## config.mk

```make
export PLATFORM = sky130hd
export DESIGN_NAME = pmmu_ram
export DESIGN_NICKNAME = d
export VERILOG_FILES = /design/src/hw/rtl/pmmu_ram.sv
export SDC_FILE = /design/constraint.sdc
export NUM_CORES = 2
export LEC_CHECK = 0
export ABC_AREA = 0
export BUFFER_PORTS_ARGS = -buffer_cell sky130_fd_sc_hd__buf_2
export CAP_MARGIN = 20
export CORE_MARGIN = 3
export CORE_UTILIZATION = 50
export DETAILED_ROUTE_END_ITERATION = 10
export GPL_TIMING_DRIVEN = 0
export PLACE_DENSITY_LB_ADDON = 0.12
export SLEW_MARGIN = 20
export SYNTH_ARGS = -nofsm -noshare
export SYNTH_HDL_FRONTEND = slang
export SYNTH_SLANG_ARGS = --single-unit
```

## constraint.sdc

```tcl
create_clock -name clk_i -period 3 [get_ports clk_i]
set_input_delay 0 -clock clk_i [delete_from_list [all_inputs] [get_ports clk_i]]
set_output_delay 0 -clock clk_i [all_outputs]
set_load 0.01 [all_outputs]
```

## src/hw/rtl/pmmu_ram.sv

```systemverilog
module pmmu_ram #(
  parameter int unsigned WIDTH = 8,
  parameter int unsigned DEPTH = 256
) (
  input  logic                     clk_i,
  input  logic                     we_i,
  input  logic                     re_i,
  input  logic [$clog2(DEPTH)-1:0] addr_i,
  input  logic [WIDTH-1:0]         wdata_i,
  output logic [WIDTH-1:0]         rdata_o
);

  logic [WIDTH-1:0] mem [DEPTH];

  always_ff @(posedge clk_i) begin
    if (we_i) begin
      mem[addr_i] <= wdata_i;
    end else if (re_i) begin
      rdata_o <= mem[addr_i];
    end
  end

endmodule

```

* Word-level counts from Yosys, hierarchy flattened
Memory sizes are Yosys's and may differ from the RTL's. A register that Yosys moved wholly into a read port is not among the register bits.
Index checks and enable logic that the tools add are counted.
** Operators by class
- Mux-type cells :: 2
- Bitwise operators :: 1
- Reduce and logical (&&, ||, !) cells :: 1
** Operator list (number)
- $mux W1 :: 2
- $reduce_and A2 Y1 :: 1
- $not A1 Y1 :: 1
** Word-level totals
- Flip-flop bits (word level) :: 0
- RAM bits :: 2048
- Input port bits :: 19
- Output and inout bits :: 8
- Logic and storage cells :: 5
- Memories :: 1
** Memory list
- mem :: depth 256, bits a word 8, read ports 1, clocked after Yosys merged registers in 1, write ports 1, RTL line 13 : logic [WIDTH-1:0] mem [DEPTH];

* Longest topological paths before layout
- Word-level depth :: 2
- Mapped depth :: 9
- Mapped depth without buffers :: 5

* Least setup slack after synthesis
Ideal clock, no wire load.
- Path kind :: input port to flip-flop
- Start point :: in addr_i[3]
- End point :: mem mem[105][0] (enable)
- Library setup time :: 370 ps
- Arrival :: 1815 ps
- Data required time :: 2630 ps
- Slack :: 815 ps
- Stages :: 8
- Buffers on the path :: 5
- Cell sequence :: clkbuf_1 nor2b_1 buf_2 clkbuf_1 clkbuf_1 nand3_1 clkbuf_1 nor2_1
** RTL lines
- start, declared :: RTL line 8 : input logic [$clog2(DEPTH)-1:0] addr_i,
- end, declared :: RTL line 13
Straight into the memory's write port.

==> metrics.md <==
| Metric | Value |
|---|---|
| Worst vdd rail ir drop | about 0.6 mV |
| Area contributors post-synth | edfxtp_1 (79%), mux4_2 (15%), a22oi_1 (2.4%) |
| Drt wl/cell | between 30 and 40 microns |
| # clock sinks | 2056 |
| Final Hold Viols | 0 |
| Total gr overflow | 0 |
| Fmax | between 300 and 400 MHz |
| Vias in the first global route | 38400 |
| Ports | 27 |
| CP Capture Type | flip-flop |
| Die Y | between 400 and 500 microns |
| CTS tree | built |
| P_int | between 40 and 50 mW |
| Final #Nets | between 3000 and 4000 |
| Routed WL | ~210000 microns |
| Synth area leader | edfxtp_1 |
| Crit path kind | in2reg |
| Synth Register Bits | between 2000 and 2500 |
| Psw | 12.8 mW |
| Worst Max-Slew Pin Slew | between 1 and 1.5 ns |
| Max-cap violations | 0 |
| Area Overhead vs Synth | 14.1% |
| Layout cells sized above 1 | 0.282 |
| Avg Cell Area, Syn | about 22 sq um |
| Critical path cell sequence | clkbuf_1 > buf_4 > buf_2 > buf_1 > mux4_2 > a22oi_1 > a21oi_1 > o41ai_2 > nand4_1 |
| Antenna violations before repair | 11 |
| Pwr per Cell Area | roughly 670 nW/um^2 |
| Pins Over Slew Limit | 0 |
| Failing checks | setup timing |
| Post-synthesis cell type count | 20 |
| TritonCTS buffer count | approximately 200 |
| Cell family with most CP delay | buffers and inverters |
| # DRC | 0 |
| Worst min-delay path category | in2reg |
| Drt first pass iters | 6 |
| RSZ-0062 raised after global routing | true |
| Synth Cell Area | around 79000 sq um |
| Slowest Stage Delay on Critical Path | roughly 0.73 ns |
| Final total power | between 50 and 60 mW |
| Root Driver | clkbuf_16 |
| Leak pwr | roughly 27 nW |
| Starting Density | 0.506 |
| Detailed Route Iter0 Violations | 4447 |
| Ys Warns | 0 |
| Clock-pin slew on the worst setup and hold paths | roughly 0.06 ns |
| Gate power share | 0.050 |
| Status | finished, violations left |
| Post-layout util | 0.578 |
| Vias per cell | roughly 6.3 |
| DP HPWL | 143000 microns |
| Chip Width | 402 microns |
| Core area | around 160000 sq um |
| Syn Inst Count | 3547 |
| GRT busiest layer | met2 |
| Critical Path RT | ~3.5 ns |
| Largest net degree at the start of global routing | between 100 and 150 |
| Clk Latency, worst-skew pair | approximately 0.82 ns |
| Design Area, Final | around 90000 sq um |
| Final setup margin | -0.0633 ns |
| CP Buf/Inv Count | 4 |
| RePlAce Congestion | 0.938 |
| Seq pwr share | 0.531 |
| Fin crit period | 3.06 ns |
| Switch share | 0.214 |
| Final setup viols | 37 |
| Crit path DAT | 3.57 ns |
| Clk pwr share | 0.419 |
| Seq/Total Area, Yosys | 0.786 |
| H-tree lvl count | 4 |
| Wire length of the first global-routing pass | ~300000 microns |
| GR Layer Usage met2 | 0.404 |
| FP Rows | around 140 |
| Crit path max fanout | 10 |
| Fin crit share | 1.02 |
| Relative slew slack | 0.232 |
| Commonest non-fill, non-tap cell in the layout | edfxtp_1 |
| Final ANT Viol Nets | 0 |
| Slowest CP cell | o41ai_2 |
| Worst clock skew | around 0.04 ns |
| Number of I/O port buffers | 22 |
| Syn Nets | 3566 |
| Fill count | 11200 |
| Total track usage | 0.264 |
| Maximum buffer depth of the clock tree | 3 |
| Met3 Resource Use GR | 0.0746 |
| DR vias | ~38000 |
| GRT met1 Usage | 0.366 |
| Most frequent cells in the layout | edfxtp_1 (2056), mux4_2 (512), a22oi_1 (256) |
| Full die area | about 160000 sq um |
| Element type at the critical path start | input port |
| Placed cell areas | 82500 sq um |
| Synth top area share | 0.786 |
-- kinds of logic (layout without fill, tap and decap cells) --
logic type | count (synthesis) | count (layout) | share of synthesized area
mux | 512 | 512 | 0.147
flops | 2056 | 2056 | 0.786
compound gates | 416 | 416 | 0.0362
buf+inv | 233 | 674 | 0.0138
other cells | 0 | 5 | 0
simple gates | 330 | 330 | 0.0173
-- final timing paths --
check / slack, ns / end / from / cells past startpoint
worst max-delay path: -0.06 / rdata_o[5]$_DFFE_PP_ / addr_i[1] / 9
worst min-delay path: 0.14 / mem[86][2]$_DFFE_PP_ / wdata_i[2] / 2
worst max register to register: 0.19 / rdata_o[1]$_DFFE_PP_ / mem[191][1]$_DFFE_PP_ / 5
worst min register to register: 1.07 / rdata_o[2]$_DFFE_PP_ / mem[243][2]$_DFFE_PP_ / 5
-- state kept, by name (all words and copies together) (netlist names) --
signal,flops
mem,2048
rdata_o,8
-- power groups by stage --
stage	Combinational, mW	Clock [mW]	Sequential, mW
after floorplan	1.41	0	32.3
after global placement	2.76	0	32.4
after detailed placement	2.94	0	32.3
after CTS	2.98	25.3	31.7
after global routing	3.11	26.5	31.7
final	2.99	25.0	31.7
-- worst reg2reg max path, stage by stage, from the launching register on --
cell,delay (ns)
edfxtp_1,0.37
mux4_2,0.49
a22oi_1,0.34
a21oi_1,0.38
o41ai_4,0.69
nand4_1,0.22
-- synth_stat cells --
cell / count
clkbuf_1: 138
buf_2: 36
mux4_2: 512
or2_2: 2
nand2_1: 29
o41ai_1: 32
a22oi_1: 256
a21oi_1: 128
nand3_1: 12
buf_4: 20
buf_6: 12
edfxtp_1: 2056
nand2b_1: 6
buf_1: 26
nor3_1: 33
nand4_1: 8
and2_1: 3
nor2_1: 229
inv_1: 1
nor2b_1: 8
-- repair_timing --
item,CTS,global route
setup endpoints to repair,1616,689
endpoints found under the hold margin,1322,0
hold buffers,9,0
setup buffers,0,0
resized for setup,151,38
-- area by class of cell --
type	count	area (sq um)	share of cell area
antenna	5	12.5	0.000140
buffer	229	1150	0.0129
multi-input combinational	1258	16400	0.183
tap	2044	2560	0.0285
clock buffer	248	5310	0.0593
sequential	2056	61700	0.689
timing repair buffer	73	1250	0.0140
clock inverter	123	1180	0.0132
inverter	1	3.75	0.0000419
-- layer usage --
metal / up-vias / wire, microns
met3: 376 / 19800
met4: 2 / 8740
met1: 20600 / 84200
met2: 1686 / 100000
met5: - / 13
li1: 15700 / -
-- per-stage QoR --
stage | std cells | worst slack (ns) | hold slack [ns] | setup TNS [ns]
after floorplan | 3547 | 0.815 | 0.0989 | 0
after global placement | 5613 | -3.11 | 0.603 | -6930.05
after detailed placement | 5655 | -2.18 | 0.372 | -2558.26
after CTS | 6032 | -0.0307 | 0.0353 | -0.610
after global routing | 6032 | -0.00558 | 0.121 | -0.00558
final | 6037 | -0.0633 | 0.137 | -0.694
Power figures use the tool's default switching activity.
