<file path="src/hw/rtl/pmmu_pkg.sv">
package pmmu_pkg;

  localparam int unsigned MAP_ENTRIES_DEF = 32768;
  localparam int unsigned ADDR_W          = 19;
  localparam int unsigned DATA_W          = 8;
  localparam int unsigned STATUS_W        = 3;
  localparam int unsigned CTX_W           = 7;
  localparam int unsigned PAGE_W          = 6;
  localparam int unsigned OFFSET_W        = 13;
  localparam int unsigned MAP_IDX_W       = CTX_W + 2 + PAGE_W;
  localparam int unsigned ENTRY_W         = DATA_W + 1;
  localparam int unsigned ENTRY_VALID_BIT = DATA_W;
  localparam int unsigned ENTRY_BERR_BIT  = 7;
  localparam int unsigned ENTRY_WP_BIT    = 6;
  localparam int unsigned LATCH_EN_BIT    = 7;

  typedef enum logic [STATUS_W-1:0] {
    STAT_RAM          = 3'd0,
    STAT_MAP_WRITTEN  = 3'd1,
    STAT_READ_OFF     = 3'd2,
    STAT_INVALID      = 3'd3,
    STAT_BUS_ERROR    = 3'd4,
    STAT_WRITE_FAULT  = 3'd5
  } pmmu_status_e;

  typedef enum logic [1:0] {
    S_CLEAR,
    S_IDLE,
    S_LOOKUP
  } pmmu_state_e;

  typedef struct packed {
    pmmu_status_e        status;
    logic [ADDR_W-1:0]   phys;
    logic                berr;
  } pmmu_result_t;

endpackage

</file>
<file path="src/hw/rtl/pmmu_decode.sv">
module pmmu_decode (
  input  logic [pmmu_pkg::ENTRY_W-1:0]  entry_i,
  input  logic                          write_i,
  input  logic [pmmu_pkg::OFFSET_W-1:0] offset_i,
  output pmmu_pkg::pmmu_result_t        result_o
);
  import pmmu_pkg::*;

  always_comb begin
    result_o.status = STAT_RAM;
    result_o.phys   = '0;
    result_o.berr   = 1'b0;
    if (!entry_i[ENTRY_VALID_BIT]) begin
      result_o.status = STAT_INVALID;
    end else if (entry_i[ENTRY_BERR_BIT]) begin
      result_o.status = STAT_BUS_ERROR;
      result_o.berr   = 1'b1;
    end else if (entry_i[ENTRY_WP_BIT] && write_i) begin
      result_o.status = STAT_WRITE_FAULT;
    end else begin
      result_o.phys = {entry_i[PAGE_W-1:0], offset_i};
    end
  end

endmodule

</file>
<file path="config.mk">
export PLATFORM = sky130hd
export DESIGN_NAME = pmmu_decode
export DESIGN_NICKNAME = d
export VERILOG_FILES = /design/src/hw/rtl/pmmu_pkg.sv /design/src/hw/rtl/pmmu_decode.sv
export SDC_FILE = /design/constraint.sdc
export NUM_CORES = 1
export LEC_CHECK = 0
export ABC_AREA = 1
export BUFFER_PORTS_ARGS = -buffer_cell sky130_fd_sc_hd__buf_2
export CORE_AREA = 2 2 39 41
export DETAILED_ROUTE_END_ITERATION = 8
export DIE_AREA = 0 0 41 43
export GPL_ROUTABILITY_DRIVEN = 0
export SLEW_MARGIN = 20
export SYNTH_ARGS = -nofsm -noshare
export SYNTH_HDL_FRONTEND = slang
export SYNTH_SLANG_ARGS = --single-unit
</file>
<file path="constraint.sdc">
create_clock -name vclk -period 1.35
set_clock_uncertainty 0.2 [all_clocks]
set_input_delay 0.0675 -clock vclk [all_inputs]
set_output_delay 0.0675 -clock vclk [all_outputs]
set_load 0.03 [all_outputs]
</file>
### Word-level counts from Yosys, hierarchy flattened

Index checks and enable logic that the tools add are counted.

* mux-type cells: 7
* reductions and logical operators: 1

Operators by type and width (count)
* $mux W19: 2
* $mux W20: 1
* $mux W3: 3
* $logic_and A1 B1 Y1: 1
* $mux W1: 1

* register bits after elaboration: 0
* output and inout port bits: 23
* input port bits: 23
* logic and storage cells: 8

### Longest topological paths before layout

Gate-level depths: netlist of the first run.

* depth in word-level cells: 4
* gate-level depth with buffers: 4
* depth with buffers taken out: 3

### Least setup slack after synthesis of the first run

OpenSTA, ideal clock, no wires.

* path kind: input to output
* start point: in entry_i[6] (netlist name)
* end point: out result_o[20] (netlist name)
* required time: 1082 ps
* path buffers: 0
* setup slack: 217 ps
* stages: 2
* arrival time: 865 ps
* path through: nand2_1 > o21ai_0

RTL lines
* from (decl): RTL line pmmu_decode.sv:2 `input logic [pmmu_pkg::ENTRY_W-1:0] entry_i,`
* to (decl): RTL line pmmu_decode.sv:5 `output pmmu_pkg::pmmu_result_t result_o`

==> impl_metrics.py, run 1 <==
metrics = {
    "global_route": {
        "grt_pass1_vias": 340,
        "grt_pass1_wl_um": 1207,
        "grt_usage_pct": 8.791,
        "overflow": 0,
        "antenna_found_initial": 0,
        "grt_max_degree": 20,
    },
    "routing": {
        "vias": 436,
        "drc": 0,
        "routedWlPerCell_um": 7.364,
        "ant_nets": 0,
        "dr.pass1.iters": 3,
        "via_per_inst": 3.964,
        "routed_wl_um": 810,
        "drt_iter0_markers": 3,
    },
    "worst_setup_path": {
        "cp_max_fo": 19,
        "cp-start-kind": "primary input",
        "critPathBufInv": 2,
        "cp_cell_sequence": "buf_2, nand2_1, nand2_4, nor2_1, buf_2",
        "crit_arrival_ns": 0.76,
        "crit_start": "entry_i[6]",
        "max_stage_delay_ns": 0.20,
        "critical_path.slowest_cell": "buf_2",
        "critical_path_cell_count": 5,
        "crit_end": "result_o[8]",
        "required_ns": 1.08,
        "crit_path_frequent_cell": "buf_2",
        "cp_top_family": "simple AND/OR/NAND/NOR gates",
        "worstSetupPathType": "primary input to output pin",
        "end_kind": "output pin",
    },
    "timing": {
        "fmax_mhz": 976.4,
        "finalCritPeriodShare_pct": 75.87,
        "hold_violations": 0,
        "setup_viol": 0,
        "rsz0062_at_grt": "false",
        "timing.final.crit_period_ns": 1.024,
        "slew_violations": 0,
        "layout_setup_ws_ns": 0.3258,
        "tightest_slew_ns": 0.1924,
        "tns_ns": 0,
        "relSlewSlack_pct": 87.16,
    },
    "clock_network": {
        "cts_resized": 0,
        "cts_hold_buf": 0,
        "post-cts-setup-buffers": 0,
    },
    "yosys": {
        "synth_area_um2": 203.9,
        "synth_cells": 49,
        "syn_nets": 72,
        "ys_warn_count": 0,
        "ys_seq_area_share_pct": 0,
        "yosysUniqueCellTypes": 8,
        "syn_avg_cell_area_um2": 4.162,
    },
    "power_and_ir_drop": {
        "p_per_area_nw_per_um2": 373.5,
        "leakage_nw": 0.3205,
        "vdd_drop_max_uv": 129.5,
    },
    "status": {
        "status": "completed",
    },
    "floorplan": {
        "die_h_um": 43,
        "coreArea_um2": 1384,
        "fp.dieW_um": 41,
        "dieArea_um2": 1763,
        "start_util_pct": 14.74,
        "ios": 46,
        "row_count": 14,
    },
    "finish": {
        "drive_gt1_share_pct": 52.13,
        "seq_cells": 0,
        "seq_area_um2": 0,
        "final_area_um2": 447.9,
        "layout_commonest_cell": "buf_2",
        "final_cell_mix": "buf_2 (46), nand2_1 (21), nor2_1 (19), inv_1 (3), buf_4 (2)",
        "nets": 119,
        "instances_no_fill": 110,
        "clkbuf_count": 0,
        "diodes": 0,
        "syn_to_final_growth_pct": 119.6,
    },
    "place": {
        "place_inst": 110,
        "place_area_um2": 447.9,
        "place_ws_ns": 0.3156,
        "dpl.hpwl_um": 690.9,
        "port_buffers": 46,
    },
    "hold_path": {
        "min_path_type": "primary input to output pin",
    },
    "run": {
        "drv_cap": 0,
    },
}
==> worst min path at each step <==
stage | from | endpoint | slack [ns] | cells past startpoint
finish | entry_i[1] | result_o[15] | 0.28 | 4
global route | offset_i[0] | result_o[1] | 0.29 | 4
CTS | entry_i[0] | result_o[14] | 0.28 | 4
detailed placement | entry_i[0] | result_o[14] | 0.28 | 4
global placement | offset_i[3] | result_o[4] | 0.28 | 4
floorplan | entry_i[8] | result_o[21] | 0.05 | 1
==> metrics by stage <==
stage	power, mW	utilization (%)	hold WS (ns)
after floorplan	0.1056	-	0.05207
after global placement	0.1664	32.37	0.2766
after detailed placement	0.1691	32.37	0.2799
after CTS	0.1696	32.37	0.2813
after global routing	0.1849	32.37	0.2907
final	0.1673	32.37	0.2792
==> final cells by class <==
type	instances	area, um2
multi-input combinational	43	171.4
fill	153	935.9
timing repair buffer	48	245.2
inverter	3	11.26
tap	16	20.02
==> cell families after synthesis <==
logic type	share of synthesized area, %
buffers and inverters	15.95
AO/OA/AOI/OAI	4.903
AND/OR/NAND/NOR	79.14
==> where the power goes <==
part           leakage (nW)  internal (mW)  switching, mW
registers                 0              0              0
logic                 0.320         0.0593          0.108
clock network             0              0              0
total                 0.320         0.0593          0.108
==> per-layer routing <==
layer  global-route usage (%)  wire length, um  up-vias
met1                    10.13              307      174
met5                        0                0        -
met4                        0                0        0
li1                         -                -      235
met2                    17.19              391       27
met3                   0.5236              112        0
==> synth_stat cells <==
cell      n  share of area (%)
a21oi_1   1                2.5
buf_2     2                4.9
buf_6     1                5.5
inv_1     3                5.5
nand2_1  21                 39
nand2_4   1                5.5
nor2_1   19                 35
o21ai_0   1                2.5
(Power assumes the default switching activity.)
==> run 2, diff against run 1 <==
Settings changed: ABC_AREA 1 to 0, PLACE_DENSITY set to 0.65.
Clock period 1.35 ns to 0.9 ns, I/O delays scaled along.
==> run 2 against run 1 <==
The flow now finishes with violations (setup timing). First-iteration DRC count shrank 67%. Via count grew 2.1%. Synthesized cell count shrank 39%. Core utilization grew 37 points. Sequential share of layout area is the same. Final cell count shrank 12%. Global-route usage grew 5.7 points. Non-clock buffer count grew 7. Synthesized area grew 34%. Count of clock-buffer cells in the layout is the same. Wire length grew 63%. Highest routed layer unchanged.
==> impl_metrics.py, run 2 <==
metrics = {
    "routing": {
        "ant_nets": 0,
        "routedWlPerCell_um": 13.65,
        "vias": 445,
        "drt_iter0_markers": 1,
        "routed_wl_um": 1324,
        "via_per_inst": 4.588,
        "drc": 0,
        "dr.pass1.iters": 3,
    },
    "yosys": {
        "synth.largest_area_cell": "nor3b_2",
        "syn_avg_cell_area_um2": 9.092,
        "yosys.area_share.adder_pct": 0,
        "synth_cells": 30,
        "synthMuxAreaShare_pct": 0,
        "ys_warn_count": 0,
        "ys_top_cells_by_area": "nor3b_2 (46%), nor3b_1 (25%), buf_12 (7.3%), and2_1 (4.6%), buf_6 (4.1%)",
        "ys_seq_area_share_pct": 0,
        "yosysUniqueCellTypes": 11,
        "synth_top_area_share_pct": 45.87,
        "yosys.area_share.simple_pct": 78.90,
        "netlist_top_cells_count": "nor3b_2 (10), nor3b_1 (9), and2_1 (2), buf_2 (2)",
        "synth-xor-area-share_pct": 0,
        "yosys.cell_count.top_type": "nor3b_2",
        "syn_nets": 53,
        "synth_top_family_by_area": "simple AND/OR/NAND/NOR gates",
        "synth_area_um2": 272.8,
        "synth-compound-area-share_pct": 4.587,
    },
    "floorplan": {
        "die_h_um": 43,
        "fp.dieW_um": 41,
        "row_count": 14,
        "start_util_pct": 19.71,
        "coreArea_um2": 1384,
        "dieArea_um2": 1763,
        "ios": 46,
    },
    "timing": {
        "hold_violations": 0,
        "slew_violations": 0,
        "fmax_mhz": 913.5,
        "finalCritPeriodShare_pct": 121.6,
        "tightest_slew_ns": 0.1626,
        "setup_viol": 20,
        "timing.final.crit_period_ns": 1.095,
        "relSlewSlack_pct": 89.15,
        "tns_ns": -3.345,
        "layout_setup_ws_ns": -0.1947,
        "rsz0062_at_grt": "true",
    },
    "power_and_ir_drop": {
        "leakage_nw": 0.4342,
        "vdd_drop_max_uv": 355.4,
        "p_per_area_nw_per_um2": 502.3,
        "finalPower_mw": 0.4795,
    },
    "finish": {
        "seq_cells": 0,
        "final_area_um2": 954.7,
        "final_cell_mix": "buf_2 (23), buf_6 (23), nor3b_4 (19), buf_12 (4), buf_4 (3)",
        "fillers": 97,
        "seq_area_um2": 0,
        "drive_gt1_share_pct": 93.83,
        "nets": 106,
        "final_util_pct": 68.99,
        "diodes": 0,
        "syn_to_final_growth_pct": 250.0,
        "multi_input_comb_area_um2": 401.6,
        "clkbuf_count": 0,
        "instances_no_fill": 97,
    },
    "worst_setup_path": {
        "cp_max_fo": 5,
        "end_kind": "output pin",
        "crit_path_frequent_cell": "buf_6",
        "cp_cell_sequence": "buf_6, and2_4, clkbuf_16, nor3b_4, buf_6",
        "cp-start-kind": "primary input",
        "max_stage_delay_ns": 0.19,
        "critical_path.slowest_cell": "and2_4",
        "required_ns": 0.65,
        "worstSetupPathType": "primary input to output pin",
        "crit_arrival_ns": 0.85,
    },
    "global_route": {
        "use_met1_pct": 14.87,
        "antenna_found_initial": 0,
        "grt_pass1_wl_um": 1842,
        "overflow": 0,
        "grt_usage_pct": 14.49,
        "grt_pass1_vias": 464,
        "met2_usage_pct": 29.06,
        "grt_max_degree": 12,
        "top_usage_layer": "met2",
        "use_met3_pct": 2.618,
    },
    "status": {
        "status": "complete, but fails checks",
        "violations": "setup timing",
    },
    "run": {
        "drv_cap": 0,
    },
    "place": {
        "place_inst": 94,
        "port_buffers": 46,
        "place_area_um2": 749.5,
        "dpl.hpwl_um": 988.7,
    },
    "hold_path": {
        "min_path_type": "primary input to output pin",
    },
    "clock_network": {
        "cts_hold_buf": 0,
    },
}
run 2: timing repair:
| item | in CTS | in global routing |
|---|---|---|
| resized for setup | 44 | 1 |
| setup endpoints to repair | 20 | 20 |
| gates cloned | 1 | 1 |
| setup buffers | 0 | 1 |
| pin swaps | 10 | 6 |
run 2: metrics by stage:
step	hold slack [ns]	worst slack, ns
6_report	0.2477	-0.1947
5_1_grt	0.2574	-0.2191
3_3_place_gp	0.2537	-0.2764
2_1_floorplan	-0.0001520	-0.1936
3_5_place_dp	0.2542	-0.2888
4_1_cts	0.2447	-0.1881
run 2: path summary, 6_finish.rpt:
path / from / endpoint / slack (ns) / cells past startpoint
worst max-delay path: write_i / result_o[10] / -0.19 / 5
worst min-delay path: offset_i[0] / result_o[1] / 0.25 / 3
run 2: cell type report:
| class | count | area share [%] |
|---|---|---|
| repair buffers | 55 | 55.44 |
| well taps | 16 | 2.097 |
| inverters | 1 | 0.3932 |
| multi-input cells | 25 | 42.07 |
run 2: where the power goes:
| group | switching [mW] | total (mW) | internal, mW |
|---|---|---|---|
| clock | 0 | 0 | 0 |
| sequential | 0 | 0 | 0 |
| combinational | 0.224 | 0.480 | 0.255 |
run 2: kinds of logic (layout without fill, tap and decap cells):
kind of cell | Yosys count | after routing
simple gates | 23 | 23
buf+inv | 5 | 56
compound gates | 2 | 2
run 2: per-layer routing:
metal,wire length (um),up-vias
li1,-,212
met3,230,0
met1,444,187
met4,0,0
met5,0,-
met2,649,46
run 2: worst max-delay path, delay by kind of cell:
kind | cells | cell delay (ns)
AND/OR/NAND/NOR | 2 | 0.37
buffers and inverters | 3 | 0.42
==> run 3, diff against run 2 <==
Settings changed: ABC_AREA 0 to 1, PLACE_DENSITY 0.65 to unset.
==> run 3 against run 2 <==
Sequential share of layout area is the same. Maximum frequency grew 21%. Via count grew 17%. Wire length grew 0.15%. Design area shrank 12%. Worst setup slack gained 0.19 ns. Power shrank 7.4%. Non-clock buffer count shrank 3. Sequential cell count is the same. The flow still finishes with violations (setup timing). Combinational power shrank 7.5%. Count of clock-buffer cells in the layout is the same. Core utilization shrank 8.6 points.
==> impl_metrics.py, run 3 (synthesis gave the netlist of run 1 again) <==
metrics = {
    "floorplan": {
        "coreArea_um2": 1384,
        "ios": 46,
        "start_util_pct": 14.74,
        "dieArea_um2": 1763,
        "fp.dieW_um": 41,
        "die_h_um": 43,
        "row_count": 14,
    },
    "timing": {
        "tightest_slew_ns": 0.1617,
        "timing.final.crit_period_ns": 0.9079,
        "slew_violations": 0,
        "rsz0062_at_grt": "true",
        "setup_viol": 1,
        "layout_setup_ws_ns": -0.007903,
        "fmax_mhz": 1101,
        "hold_violations": 0,
        "relSlewSlack_pct": 89.22,
        "finalCritPeriodShare_pct": 100.9,
    },
    "worst_setup_path": {
        "crit_start": "entry_i[7]",
        "crit_arrival_ns": 0.66,
        "cp-start-kind": "primary input",
        "end_kind": "output pin",
        "cp_max_fo": 5,
        "worstSetupPathType": "primary input to output pin",
        "required_ns": 0.65,
    },
    "finish": {
        "fillers": 141,
        "nets": 126,
        "final_util_pct": 60.40,
        "layout_commonest_cell": "buf_6",
        "clkbuf_count": 0,
        "seq_cells": 0,
        "final_cell_mix": "buf_6 (26), buf_2 (21), nand2_1 (18), nor2_2 (10), nor2_4 (9)",
        "diodes": 0,
        "syn_to_final_growth_pct": 309.8,
        "seq_area_um2": 0,
        "drive_gt1_share_pct": 79.21,
    },
    "place": {
        "place_ws_ns": -0.09468,
        "port_buffers": 46,
        "dpl.hpwl_um": 672.9,
    },
    "hold_path": {
        "hp-start": "entry_i[4]",
        "min_path_type": "primary input to output pin",
        "whs_path_depth": 4,
        "holdPathEnd": "result_o[18]",
    },
    "clock_network": {
        "cts_hold_buf": 0,
    },
    "routing": {
        "ant_nets": 0,
        "drt_iter0_markers": 0,
        "dr.pass1.iters": 1,
        "routed_wl_um": 1326,
        "routedWlPerCell_um": 11.33,
        "drc": 0,
        "vias": 522,
        "via_per_inst": 4.462,
    },
    "global_route": {
        "antenna_found_initial": 0,
        "grt_max_degree": 11,
        "grt_pass1_wl_um": 1745,
        "overflow": 0,
        "grt_pass1_vias": 417,
        "grt_usage_pct": 13.29,
    },
    "power_and_ir_drop": {
        "vdd_drop_max_uv": 330.8,
        "leakage_nw": 0.3986,
        "p_per_area_nw_per_um2": 531.4,
    },
    "run": {
        "drv_cap": 0,
    },
    "status": {
        "status": "complete, but fails checks",
        "violations": "setup timing",
    },
}
run 3: critical path, stage by stage:
cell and delay [ns]:
buf_6 0.10, inv_6 0.06, buf_6 0.11, nand2_1 0.07, nor2_2 0.13, buf_6 0.14
run 3: through the flow:
step / area, um2 / cells / hold slack [ns] / setup TNS [ns] / power, mW
after detailed placement: 462.9 / 112 / 0.2340 / -1.711 / 0.2606
after global routing: 835.8 / 117 / 0.2342 / -0.1627 / 0.4747
after CTS: 585.6 / 115 / 0.2267 / -0.01573 / 0.3238
after global placement: 462.9 / 112 / 0.2320 / -1.266 / 0.2574
final: 835.8 / 117 / 0.2112 / -0.007903 / 0.4441
after floorplan: 203.9 / 49 / 0.007073 / -2.244 / 0.1587
run 3: layout make-up:
type | instances | area, um2 | share of cell area [%]
tap | 16 | 20.02 | 2.395
multi-input combinational | 46 | 349.1 | 41.77
timing repair buffer | 52 | 450.4 | 53.89
inverter | 3 | 16.27 | 1.946
run 3: report_power, final:
part           total, mW  switching [mW]  internal [mW]  leakage (nW)
registers              0               0              0             0
clock network          0               0              0             0
logic              0.444           0.251          0.193         0.399
run 3: routing by layer:
| metal | track usage, % | vias up | part of all wire (%) |
|---|---|---|---|
| li1 | - | 256 | - |
| met1 | 15.82 | 240 | 34 |
| met2 | 25.62 | 26 | 58 |
| met3 | 0.5236 | 0 | 7.7 |
| met4 | 0 | 0 | 0 |
| met5 | 0 | - | 0 |
run 3: repair_timing:
action,CTS,global route
setup buffers,0,0
pin swaps,3,16
gates resized for setup,35,63
endpoints found under the setup margin,21,21
cloned,3,2
run 3: worst max-delay path by stage:
stage / endpoint / slack [ns] / cells after the start
detailed placement: result_o[12] / -0.09 / 5
finish: result_o[4] / -0.008 / 6
global placement: result_o[2] / -0.07 / 5
global route: result_o[4] / -0.05 / 6
CTS: result_o[6] / -0.003 / 5
floorplan: result_o[10] / -0.15 / 4
